`src/hw/rtl/arcd_pkg.sv`:
```
`default_nettype none

package arcd_pkg;

	// store geometry
	localparam int DEPTH  = 64;
	localparam int ADDR_W = (DEPTH > 1) ? $clog2(DEPTH) : 1;
	localparam int CNT_W  = $clog2(DEPTH + 1);
	localparam int SUM_W  = CNT_W + 1;
	localparam int IDX_W  = 6;
	localparam int LEN_W  = 7;
	localparam int DATA_W = 32;
	localparam int CMP_W  = (CNT_W > IDX_W) ? CNT_W : IDX_W;

	typedef logic [ADDR_W-1:0] addr_t;
	typedef logic [CNT_W-1:0]  cnt_t;

	typedef enum logic [2:0] {
		OP_CLEAR     = 3'd0,
		OP_APPEND    = 3'd1,
		OP_READ      = 3'd2,
		OP_ROT_LEFT  = 3'd3,
		OP_ROT_RIGHT = 3'd4,
		OP_COUNT     = 3'd5,
		OP_DEL_FIRST = 3'd6,
		OP_DEL_ALL   = 3'd7
	} op_t;

	typedef enum logic [1:0] {
		STS_OK        = 2'd0,
		STS_NOT_FOUND = 2'd1,
		STS_FULL      = 2'd2,
		STS_INDEX     = 2'd3
	} status_t;

	typedef enum logic [2:0] {
		S_IDLE,
		S_DISPATCH,
		S_RD_WAIT,
		S_ROT_WR,
		S_SWEEP,
		S_DRAIN,
		S_SETTLE,
		S_FINISH
	} state_t;

	typedef struct packed {
		op_t                      op;
		logic signed [DATA_W-1:0] value;
		logic [IDX_W-1:0]         index;
	} cmd_t;

	typedef struct packed {
		logic signed [DATA_W-1:0] data;
		logic [LEN_W-1:0]         length;
		status_t                  status;
	} rsp_t;

	// controller -> datapath
	typedef struct packed {
		logic latch;
		logic clear;
		logic append;
		logic rd_issue;
		logic rd_take;
		logic rot_rd;
		logic rot_wr;
		logic sw_rd;
		logic sw_done;
		logic fin;
	} ctl_t;

	// datapath -> controller
	typedef struct packed {
		op_t  op;
		logic len_zero;
		logic len_gt1;
		logic idx_ok;
		logic sweep_last;
	} sts_t;

	// circular address: base + offset, modulo DEPTH (operands stay below 2*DEPTH)
	function automatic addr_t wrap_add(addr_t base, cnt_t off);
		logic [SUM_W-1:0] sum;
		sum = SUM_W'(base) + SUM_W'(off);
		if (sum >= SUM_W'(DEPTH)) begin
			sum = sum - SUM_W'(DEPTH);
		end
		return ADDR_W'(sum);
	endfunction

endpackage

`default_nettype wire

```
`src/hw/rtl/arcd_ctrl.sv`:
```
`default_nettype none

module arcd_ctrl
	import arcd_pkg::*;
(
	input  wire logic clk,
	input  wire logic arst_n,
	input  wire logic in_valid,
	output logic      in_ready,
	output logic      out_valid,
	input  wire logic out_ready,
	input  wire sts_t sts,
	output ctl_t      ctl
);

	state_t state_q, state_d;
	logic   out_valid_q;

	always_ff @(posedge clk or negedge arst_n) begin
		if (!arst_n) begin
			state_q     <= S_IDLE;
			out_valid_q <= 1'b0;
		end else begin
			state_q <= state_d;
			if (ctl.fin) begin
				out_valid_q <= 1'b1;
			end else if (out_ready) begin
				out_valid_q <= 1'b0;
			end
		end
	end

	always_comb begin
		ctl     = '0;
		state_d = state_q;
		unique case (state_q)
			S_IDLE: begin
				if (in_valid) begin
					ctl.latch = 1'b1;
					state_d   = S_DISPATCH;
				end
			end
			S_DISPATCH: begin
				unique case (sts.op)
					OP_CLEAR: begin
						ctl.clear = 1'b1;
						state_d   = S_FINISH;
					end
					OP_APPEND: begin
						ctl.append = 1'b1;
						state_d    = S_FINISH;
					end
					OP_READ: begin
						ctl.rd_issue = 1'b1;
						state_d      = sts.idx_ok ? S_RD_WAIT : S_FINISH;
					end
					OP_ROT_LEFT, OP_ROT_RIGHT: begin
						if (sts.len_gt1) begin
							ctl.rot_rd = 1'b1;
							state_d    = S_ROT_WR;
						end else begin
							state_d = S_FINISH;
						end
					end
					OP_COUNT, OP_DEL_FIRST, OP_DEL_ALL: begin
						state_d = sts.len_zero ? S_SETTLE : S_SWEEP;
					end
					default: state_d = S_FINISH;
				endcase
			end
			S_RD_WAIT: begin
				ctl.rd_take = 1'b1;
				state_d     = S_FINISH;
			end
			S_ROT_WR: begin
				ctl.rot_wr = 1'b1;
				state_d    = S_FINISH;
			end
			S_SWEEP: begin
				ctl.sw_rd = 1'b1;
				if (sts.sweep_last) begin
					state_d = S_DRAIN;
				end
			end
			S_DRAIN: begin
				state_d = S_SETTLE;
			end
			S_SETTLE: begin
				ctl.sw_done = 1'b1;
				state_d     = S_FINISH;
			end
			S_FINISH: begin
				if (!out_valid_q || out_ready) begin
					ctl.fin = 1'b1;
					state_d = S_IDLE;
				end
			end
			default: state_d = S_IDLE;
		endcase
	end

	assign in_ready  = (state_q == S_IDLE);
	assign out_valid = out_valid_q;

`ifndef SYNTH
	a_fin_slot_free: assert property (@(posedge clk) disable iff (!arst_n)
		ctl.fin |-> (!out_valid_q || out_ready))
		else $error("result loaded over an untaken beat");

	a_valid_from_fin: assert property (@(posedge clk) disable iff (!arst_n)
		$rose(out_valid_q) |-> $past(ctl.fin))
		else $error("output valid rose without a load");

	a_one_cmd: assert property (@(posedge clk) disable iff (!arst_n)
		$onehot0({ctl.latch, ctl.clear, ctl.append, ctl.rd_issue, ctl.rd_take,
			ctl.rot_rd, ctl.rot_wr, ctl.sw_rd, ctl.sw_done, ctl.fin}))
		else $error("more than one datapath command in a cycle");
`endif

endmodule

`default_nettype wire

```
`src/hw/rtl/arcd_dpath.sv`:
```
`default_nettype none

module arcd_dpath
	import arcd_pkg::*;
(
	input  wire logic clk,
	input  wire logic arst_n,
	input  wire cmd_t in_data,
	input  wire ctl_t ctl,
	output sts_t      sts,
	output rsp_t      out_data
);

	logic signed [DATA_W-1:0] mem [DEPTH];

	cmd_t                     cmd_q;
	cnt_t                     len_q, r_q, w_q, acc_q;
	addr_t                    base_q;
	logic                     found_q;
	logic                     rd_vld_s1;
	logic signed [DATA_W-1:0] rd_data_s1;
	logic signed [DATA_W-1:0] res_data_q;
	status_t                  res_status_q;
	rsp_t                     out_q;

	logic                     full, idx_ok, is_count, match, drop, keep_wr;
	cnt_t                     rd_off, wr_off;
	addr_t                    rd_addr, wr_addr;
	logic                     rd_en, wr_en;
	logic signed [DATA_W-1:0] wr_data;

	assign full     = (len_q == CNT_W'(DEPTH));
	assign idx_ok   = (CMP_W'(cmd_q.index) < CMP_W'(len_q));
	assign is_count = (cmd_q.op == OP_COUNT);
	assign match    = (rd_data_s1 == cmd_q.value);
	assign drop     = match && ((cmd_q.op == OP_DEL_ALL) ||
		((cmd_q.op == OP_DEL_FIRST) && !found_q));
	assign keep_wr  = rd_vld_s1 && !is_count && !drop;

	// read port: logical offset from base
	always_comb begin
		if (ctl.rd_issue) begin
			rd_off = CNT_W'(cmd_q.index);
		end else if (ctl.rot_rd) begin
			rd_off = (cmd_q.op == OP_ROT_LEFT) ? '0 : len_q - cnt_t'(1);
		end else begin
			rd_off = r_q;
		end
	end
	assign rd_addr = wrap_add(base_q, rd_off);
	assign rd_en   = ctl.rd_issue || ctl.rot_rd || ctl.sw_rd;

	// write port
	always_comb begin
		wr_en   = 1'b0;
		wr_off  = w_q;
		wr_data = rd_data_s1;
		if (ctl.append) begin
			wr_en   = !full;
			wr_off  = len_q;
			wr_data = cmd_q.value;
		end else if (ctl.rot_wr) begin
			wr_en  = 1'b1;
			wr_off = (cmd_q.op == OP_ROT_LEFT) ? len_q : CNT_W'(DEPTH - 1);
		end else if (keep_wr) begin
			wr_en = 1'b1;
		end
	end
	assign wr_addr = wrap_add(base_q, wr_off);

	always_ff @(posedge clk) begin
		if (wr_en) begin
			mem[wr_addr] <= wr_data;
		end
		if (rd_en) begin
			rd_data_s1 <= mem[rd_addr];
		end
	end

	always_ff @(posedge clk or negedge arst_n) begin
		if (!arst_n) begin
			cmd_q     <= '0;
			len_q     <= '0;
			base_q    <= '0;
			r_q       <= '0;
			w_q       <= '0;
			acc_q     <= '0;
			found_q   <= 1'b0;
			rd_vld_s1 <= 1'b0;
		end else begin
			rd_vld_s1 <= ctl.sw_rd;
			if (ctl.latch) begin
				cmd_q   <= in_data;
				r_q     <= '0;
				w_q     <= '0;
				acc_q   <= '0;
				found_q <= 1'b0;
			end
			if (ctl.clear) begin
				len_q <= '0;
			end
			if (ctl.append && !full) begin
				len_q <= len_q + cnt_t'(1);
			end
			if (ctl.rot_wr) begin
				base_q <= (cmd_q.op == OP_ROT_LEFT) ? wrap_add(base_q, cnt_t'(1))
				                                    : wrap_add(base_q, CNT_W'(DEPTH - 1));
			end
			if (ctl.sw_rd) begin
				r_q <= r_q + cnt_t'(1);
			end
			if (rd_vld_s1) begin
				if (is_count) begin
					acc_q <= acc_q + cnt_t'(match);
				end else if (drop) begin
					acc_q   <= acc_q + cnt_t'(1);
					found_q <= 1'b1;
				end else begin
					w_q <= w_q + cnt_t'(1);
				end
			end
			if (ctl.sw_done && !is_count) begin
				len_q <= w_q;
			end
		end
	end

	// result payload
	always_ff @(posedge clk) begin
		if (ctl.latch) begin
			res_data_q   <= '0;
			res_status_q <= STS_OK;
		end
		if (ctl.append && full) begin
			res_status_q <= STS_FULL;
		end
		if (ctl.rd_issue && !idx_ok) begin
			res_status_q <= STS_INDEX;
		end
		if (ctl.rd_take) begin
			res_data_q <= rd_data_s1;
		end
		if (ctl.sw_done) begin
			res_data_q <= DATA_W'(acc_q);
			if (!is_count && (acc_q == '0)) begin
				res_status_q <= STS_NOT_FOUND;
			end
		end
		if (ctl.fin) begin
			out_q.data   <= res_data_q;
			out_q.length <= LEN_W'(len_q);
			out_q.status <= res_status_q;
		end
	end

	assign sts.op         = cmd_q.op;
	assign sts.len_zero   = (len_q == '0);
	assign sts.len_gt1    = (len_q > cnt_t'(1));
	assign sts.idx_ok     = idx_ok;
	assign sts.sweep_last = ((r_q + cnt_t'(1)) == len_q);
	assign out_data       = out_q;

`ifndef SYNTH
	a_len_bound: assert property (@(posedge clk) disable iff (!arst_n)
		len_q <= CNT_W'(DEPTH))
		else $error("length beyond store depth");

	a_wr_behind_rd: assert property (@(posedge clk) disable iff (!arst_n)
		rd_vld_s1 |-> (w_q < r_q))
		else $error("compaction write pointer caught up with read pointer");

	a_sweep_balance: assert property (@(posedge clk) disable iff (!arst_n)
		(!rd_vld_s1 && (cmd_q.op != OP_COUNT)) |-> ((acc_q + w_q) == r_q))
		else $error("kept plus removed entries differ from entries swept");
`endif

endmodule

`default_nettype wire

```
`src/hw/rtl/array_rotate_count_delete_engine_core.sv`:
```
// Array rotate / count / delete engine. Holds up to DEPTH (64) signed 32-bit
// words in a circular store addressed from a base pointer, plus a length.
// One command beat in gives exactly one result beat out (data, length, status).
// From acceptance to the load of the result register, output register free:
// clear and append dispatch, then load; read issues one registered RAM read,
// then takes its word (skipped when the index is beyond the length); rotate
// moves the base pointer and relocates a single word, so it does not depend
// on length (skipped when fewer than two words are stored); count / delete
// first / delete all sweep, drain and settle (only settle on an empty store):
// the store has one read and one write port, and these commands sweep every
// stored word through them, one per cycle, the deletes compacting in place
// behind the read pointer. The engine is idle again the cycle after the
// load, so the next command beat can be taken then, even while that result
// beat is still waiting on out_ready; if the output register is still full
// when the next result is ready, the engine holds until it drains. No
// clearing pass after reset: words above the length never reach a result.
`default_nettype none

module array_rotate_count_delete_engine_core
	import arcd_pkg::*;
(
	input  wire logic clk,
	input  wire logic arst_n,

	// command beats
	input  wire logic in_valid,
	output logic      in_ready,
	input  wire cmd_t in_data,

	// result beats
	output logic      out_valid,
	input  wire logic out_ready,
	output rsp_t      out_data
);

	ctl_t ctl;
	sts_t sts;

	// sequencing: accept, dispatch by op, sweep, settle, load result
	arcd_ctrl u_ctrl (
		.clk       (clk),
		.arst_n    (arst_n),
		.in_valid  (in_valid),
		.in_ready  (in_ready),
		.out_valid (out_valid),
		.out_ready (out_ready),
		.sts       (sts),
		.ctl       (ctl)
	);

	// store, pointers, match/compaction logic, output register
	arcd_dpath u_dpath (
		.clk      (clk),
		.arst_n   (arst_n),
		.in_data  (in_data),
		.ctl      (ctl),
		.sts      (sts),
		.out_data (out_data)
	);

endmodule

`default_nettype wire

```
`config.mk`:
```
export PLATFORM = sky130hd
export DESIGN_NAME = array_rotate_count_delete_engine_core
export DESIGN_NICKNAME = d
export VERILOG_FILES = /design/src/hw/rtl/arcd_pkg.sv /design/src/hw/rtl/arcd_ctrl.sv /design/src/hw/rtl/arcd_dpath.sv /design/src/hw/rtl/array_rotate_count_delete_engine_core.sv
export SDC_FILE = /design/constraint.sdc
export NUM_CORES = 2
export LEC_CHECK = 0
export BUFFER_PORTS_ARGS = -buffer_cell sky130_fd_sc_hd__buf_2
export CAP_MARGIN = 0
export CORE_MARGIN = 2
export CORE_UTILIZATION = 37
export DETAILED_ROUTE_END_ITERATION = 12
export GPL_TIMING_DRIVEN = 0
export HOLD_SLACK_MARGIN = 0.08
export MAX_ROUTING_LAYER = met4
export PLACE_DENSITY = 0.6
export SETUP_SLACK_MARGIN = 0.02
export SKIP_CTS_REPAIR_TIMING = 1
export SLEW_MARGIN = 20
export SYNTH_ARGS = -nofsm -noshare
export SYNTH_HDL_FRONTEND = slang
export SYNTH_SLANG_ARGS = --single-unit
```
`constraint.sdc`:
```
create_clock -name clk -period 6.1 [get_ports clk]
set_input_delay 0.305 -clock clk [delete_from_list [all_inputs] [get_ports clk]]
set_output_delay 0.305 -clock clk [all_outputs]
set_load 0.05 [all_outputs]
```
=== After elaboration in Yosys (flattened, before gate mapping) ===
Memories as Yosys holds them, arrays and structs flattened. A register that Yosys moved wholly into a read port is not among the register bits.
Index checks and enable logic that the tools add are counted.

* Output and inout port bits: 43
* Memory bits (writable): 2,048
* Memories: 1
* Register bits after elaboration: 156
* Logic and storage cells: 159
* Input bits: 45

* $lt $le $gt $ge: 6
* Add/subtract/negate cells: 14
* Equality and inequality tests: 20
* Reductions and logical operators: 33
* Muxes and demuxes: 67

{| class="wikitable"
|+ Memory list
! name !! depth !! width !! rd ports !! clocked after memory_dff !! write ports !! line !! RTL
|-
| u_dpath.mem || 64 || 32 || 1 || 1 || 1 || arcd_dpath.sv:14 || <nowiki>logic signed [DATA_W-1:0] mem [DEPTH];</nowiki>
|}

{| class="wikitable"
|+ Operator list
! kind !! count
|-
| $mux W7 || 20
|-
| $mux W32 || 3
|-
| $eq A32 B32 Y1 || 1
|-
| $mux W6 || 5
|-
| $add A7 B1 Y7 const B || 4
|-
| $mux W1 || 25
|-
| $eq A3 B3 Y1 const B || 8
|-
| $sub A6 B1 Y6 const B || 4
|-
| $mux W3 || 6
|-
| $pmux W3 S6 || 1
|-
| $add A6 B7 Y8 || 2
|-
| $ge A8 B7 Y1 const B || 2
|-
| $ge A7 B7 Y1 const B || 2
|-
| $logic_not A7 Y1 || 2
|-
| $eq A3 B2 Y1 const B || 4
|-
| $mux W2 || 6
|-
| $pmux W3 S4 || 1
|-
| $logic_and A1 B1 Y1 || 9
|-
| $add A6 B1 Y7 const B || 1
|-
| $add A6 B6 Y7 const B || 1
|-
| $add A7 B1 Y7 || 1
|-
| $eq A7 B7 Y1 || 1
|-
| $eq A7 B7 Y1 const B || 1
|-
| $gt A7 B1 Y1 const B || 1
|-
| other kinds (13) || 29
|}

=== Depth between registers and ports, before layout ===
* Depth in word-level cells: 11
* Depth in mapped cells: 18

=== Cells and area by module ===
A second synthesis with hierarchy kept.

* Cells, all modules: 3,840
* Area, all modules: 87,159.8 um^2

{| class="wikitable"
|+ By module, submodules not included
! module !! times used !! cells each !! area each (um^2)
|-
| arcd_dpath || 1 || 3,796 || 86,799.5
|-
| arcd_ctrl || 1 || 44 || 360.3
|}

=== Worst setup path after synthesis ===
Ideal clock, no wire load.

* Path type: register -> register
* Start: register u_ctrl.state_q[1]
* End: memory u_dpath.mem[33][0], enable pin
* Period minus slack after synthesis: 4,895 ps
* Cell stages (with the launch flop): 15
* Path slack: 1,205 ps
* Path buffers: 2
* Arrival time: 4,474 ps
* Path through: dfrtp_1 > or3b_1 > buf_2 > o31ai_4 > nor2_1 > a21oi_1 > ha_1 > a21o_1 > a21oi_1 > o21bai_1 > a21oi_1 > xor2_1 > nand4_1 > buf_2 > nor2_1

* Longest elaborated chain between the ends: 7
* Elaborated cells on any way between the ends: 14
* Those cells by class: 2 x add/sub; 1 x order compare; 2 x eq/ne; 9 x mux

{| class="wikitable"
|+ RTL lines
! item !! line !! RTL
|-
| from (decl) || arcd_ctrl.sv:16 || <nowiki>state_t state_q, state_d;</nowiki>
|-
| from (signal assigned) || arcd_ctrl.sv:24 || <nowiki>state_q <= state_d;</nowiki>
|-
| $eq A3 B2 Y1 || arcd_ctrl.sv:36 || <nowiki>unique case (state_q)</nowiki>
|-
| $mux W1 || arcd_ctrl.sv:36 ||
|-
| $mux W7 || arcd_dpath.sv:62 || <nowiki>end else if (ctl.rot_wr) begin</nowiki>
|-
| $mux W7 || arcd_dpath.sv:58 || <nowiki>if (ctl.append) begin</nowiki>
|-
| $add A6 B7 Y8 || arcd_pkg.sv:85 || <nowiki>sum = SUM_W'(base) + SUM_W'(off);</nowiki>
|-
| $ge A8 B7 Y1 or $sub A6 B1 Y6 (tied branches) || arcd_pkg.sv:86, arcd_pkg.sv:87 ||
|-
| $mux W6 || arcd_pkg.sv:86 || <nowiki>if (sum >= SUM_W'(DEPTH)) begin</nowiki>
|-
| to (decl) || arcd_dpath.sv:14 ||
|}

Parallel ways exist; a longest one is shown, timed or not.

=== Worst setup path in the final report ===
* Start: register u_dpath.len_q[5]
* End: register u_dpath.rd_data_s1[15], read port of u_dpath.mem, data pin

* Longest elaborated chain between the ends: 9
* Elaborated cells on any way between the ends: 14
* Those cells by class: 3 x add/sub; 2 x order compare; 7 x mux; 2 x reduce/logical

{| class="wikitable"
|+ RTL lines
! item !! line !! RTL
|-
| from (decl) || arcd_dpath.sv:17 || <nowiki>cnt_t len_q, r_q, w_q, acc_q;</nowiki>
|-
| from (signal assigned) || arcd_dpath.sv:103 || <nowiki>len_q <= len_q + cnt_t'(1);</nowiki>
|-
| from (signal assigned) || arcd_dpath.sv:123 || <nowiki>len_q <= w_q;</nowiki>
|-
| $gt A7 B1 Y1 || arcd_dpath.sv:158 || <nowiki>assign sts.len_gt1 = (len_q > cnt_t'(1));</nowiki>
|-
| $mux W1 || arcd_ctrl.sv:58 || <nowiki>if (sts.len_gt1) begin</nowiki>
|-
| $mux W1 || arcd_ctrl.sv:44 || <nowiki>unique case (sts.op)</nowiki>
|-
| $mux W1 || arcd_ctrl.sv:36 ||
|-
| $mux W7 || arcd_dpath.sv:44 || <nowiki>end else if (ctl.rot_rd) begin</nowiki>
|-
| $mux W7 || arcd_dpath.sv:42 || <nowiki>if (ctl.rd_issue) begin</nowiki>
|-
| $add A6 B7 Y8 || arcd_pkg.sv:85 ||
|-
| $ge A8 B7 Y1 or $sub A6 B1 Y6 (tied branches) || arcd_pkg.sv:86, arcd_pkg.sv:87 ||
|-
| $mux W6 || arcd_pkg.sv:86 ||
|-
| to (decl) || arcd_dpath.sv:21 || <nowiki>logic signed [DATA_W-1:0] rd_data_s1;</nowiki>
|}

Parallel ways exist; a longest one is shown, timed or not.
A chain may end at the register's enable or synchronous reset.

==> results_dict.tcl <==
set metrics [dict create \
    status "complete, no violations" \
    fmax_ghz 0.166 \
    yosysSeqAreaShare_pct 76.3 \
    vias 42500 \
    die_y_microns 489 \
    synthSimpleGateAreaFrac_pct 2.23 \
    synth.avg_cell_area_sq_um 22.3 \
    gp_congestion 0.896 \
    start_util_pct 37.1 \
    grt_first_pass_wirelength_mm 320 \
    fin_crit_sh_pct 98.9 \
    worst_slack_ns 0.0655 \
    muxShareOfSynthArea_pct 17.5 \
    met3_usage_pct 3.19 \
    postRouteAntennaNets 0 \
    first_global_vias 42100 \
    synth_fa_ha_area_share_pct 0.471 \
    routed_wl_mm 228 \
    fillers 19800 \
    synth_area_sq_mm 0.0871 \
    yosys-top-cells-count "edfxtp_1, mux4_2, nand2_1, clkbuf_1, nor2_1" \
    drt_iter0_markers 5240 \
    rsz0062_at_grt "no" \
    final_layout_size_suffix_gt1_share_pct 32.1 \
    yosys_warnings 0 \
    finalSetupViolations 0 \
    worst_pin_slew_ns 1.11 \
    critPathSlowestCell "a211oi_2" \
    path_max_fanout 10 \
    fin_util_pct 43.6 \
    grt_max_degree 65 \
    grt-busiest-layer "met2" \
    final_nets 4436 \
    dp_slack_ns -1.84 \
    cap_violations 0 \
    min_path_cells 4 \
    detail_route.wl_per_cell_microns 29.6 \
    arrival_ns 6.63 \
    synth_top_family_by_area "multiplexers" \
    rows 178 \
    io_buffer_count 87 \
    crit_path_end_kind "flip-flop" \
    cts-buffers-inserted 210 \
    antenna_found_initial 5 \
    synth_top_area_share_pct 73.4 \
    critPathMaxStageDelay_ns 0.77 \
    skew_ns 0.0385 \
    synth_compound_area_share_pct 1.72 \
    crit_required_ns 6.69 \
    fin_hold_ws_ns 0.171 \
    startpoint_type "flip-flop" \
    grt_util_met2_pct 30.1 \
    areaGrowthSynthToFinish_pct 17.4 \
    grt_use_met1_pct 26.8 \
    die_w_microns 489 \
    regArea_sq_mm 0.0665 \
    min_period_ns 6.03 \
    cts.htree.levels 4 \
    die-area_sq_mm 0.239 \
    max_slew_margin_pct 26.1 \
    drc 0 \
    dp_hpwl_mm 150 \
    root_buffer "clkbuf_16" \
    cts_num_sinks 2236 \
    synthTopCellsByArea "edfxtp_1, mux4_2, dfrtp_1" \
    multi_input_comb_area_sq_mm 0.0206 \
    synth-xor-area-share_pct 0.704 \
    ys_seq_elements 2236 \
    crit_type "reg -> reg" \
    yosys.cell_types.count 71 \
    vias_per_cell 5.52 \
    cts_tree "built" \
    grt_usage_pct 19.6 \
    clockBufferDepth 3 \
    firstDrtPassIters 8 \
    postPlaceCellArea_sq_mm 0.0945 \
    path_clk_slew_ns 0.06 \
    finalHoldViolations 0 \
    drv_slew 0 \
    pin_count 88 \
    clkLatencyLatePin_ns 0.87 \
    worstRegToRegCells 15 \
    synth_most_common_cell "edfxtp_1" \
    synthFlopType "edfxtp_1" \
    stdcell_area_sq_mm 0.102 \
    synth_edf_count 2128 \
    core_area_sq_mm 0.235 \
    grt_overflow 0 \
    synthArstFlopShare_pct 3.62 \
    yosysTopAreaCell "edfxtp_1" \
    syn_inst 3912 \
    hp-class "in -> reg" \
    synth_nets 3988 \
    path_cells "or4_4, or3_1, nand2_2, nor3_1, a21oi_1, o21ai_0, ha_1, fa_2, buf_12, clkbuf_2, clkbuf_2, mux4_2, mux4_2, a211oi_2, a21oi_2" \
]
[critical path: cells and delay by family, from the launching register on]
family / cells / cell delay (ns)
fa+ha+maj: 2 / 0.90
flops: 1 / 0.51
compound gates: 4 / 1.10
mux: 2 / 0.96
buf+inv: 3 / 0.99
simple gates: 4 / 1.27
[layer usage]
| metal | vias up | share of wire [%] |
|---|---|---|
| met2 | 1848 | 48 |
| met1 | 22900 | 41 |
| met5 | - | 0 |
| met4 | 0 | 3.2 |
| met3 | 327 | 7.9 |
| li1 | 17300 | - |
[flip-flops by register name, indices dropped and copies added, names as in the netlist]
register              flops
u_ctrl.state_q            3
u_dpath.rd_vld_s1         1
u_dpath.res_status_q      2
u_dpath.base_q            6
u_dpath.w_q               7
u_dpath.out_data         41
u_dpath.len_q             7
u_dpath.rd_data_s1       32
u_dpath.mem            2048
u_dpath.r_q               7
u_dpath.cmd_q            38
u_dpath.found_q           1
u_dpath.acc_q             7
u_dpath.sts               3
u_dpath.res_data_q       32
u_ctrl.out_valid          1
[cells in the final DEF, fill, tap and decap left out, types with 20 or more instances in the layout]
cell and instances:
a21oi_1 46, a22o_1 27, buf_12 47, buf_16 52, buf_2 132, bufinv_16 20, clkbuf_1 90, clkbuf_16 213
clkbuf_2 63, clkbuf_4 27, clkinv_1 58, clkinv_2 41, dfrtp_1 81, dfxtp_1 27, dlygate4sd3_1 45, edfxtp_1 2128
ha_1 28, inv_1 23, mux2_4 32, mux2i_1 26, mux4_2 640, nand2_1 191, nand3_1 20, nor2_1 40
nor2_4 65, nor2b_1 36, o21ai_0 38, xnor2_1 55
[cell families (layout without fill, tap and decap cells)]
kind of cell,Yosys count,count (layout)
flops,2236,2236
mux,715,715
simple gates,430,430
buf+inv,224,858
compound gates,209,209
xor+xnor,67,67
fa+ha+maj,31,31
other cells,0,1
[path summary, 6_finish.rpt]
path / from / to / slack [ns]
max reg2reg: u_dpath.len_q[5] / u_dpath.rd_data_s1[15] / 0.07
max: u_dpath.len_q[5] / u_dpath.rd_data_s1[15] / 0.07
min: in_data[4] / u_dpath.cmd_q[4] / 0.17
min reg2reg: u_dpath.res_data_q[3] / u_dpath.out_data[12] / 0.42
min in group asynchronous: arst_n / u_dpath.cmd_q[11] / 0.51
max in group asynchronous: arst_n / u_dpath.cmd_q[12] / 5.29
[cell type report]
cell class | count | area share [%]
antenna | 1 | 0.00245
buffer | 198 | 1.01
clock buffer | 258 | 5.42
clock inverter | 140 | 1.30
inverter | 25 | 0.0918
multi-input combinational | 1452 | 20.1
sequential | 2236 | 65.0
tap | 3150 | 3.85
timing repair buffer | 237 | 3.23
[per-stage QoR]
stage	TNS [ns]	std cells
6_report	0	7697
4_1_cts	-44.35	7644
3_5_place_dp	-43.63	7246
2_1_floorplan	0	3912
5_1_grt	0	7697
3_3_place_gp	-2321.57	7149
Power is not shown: default switching activity piles up to over one toggle a cycle in this logic, so the estimate is an artifact.
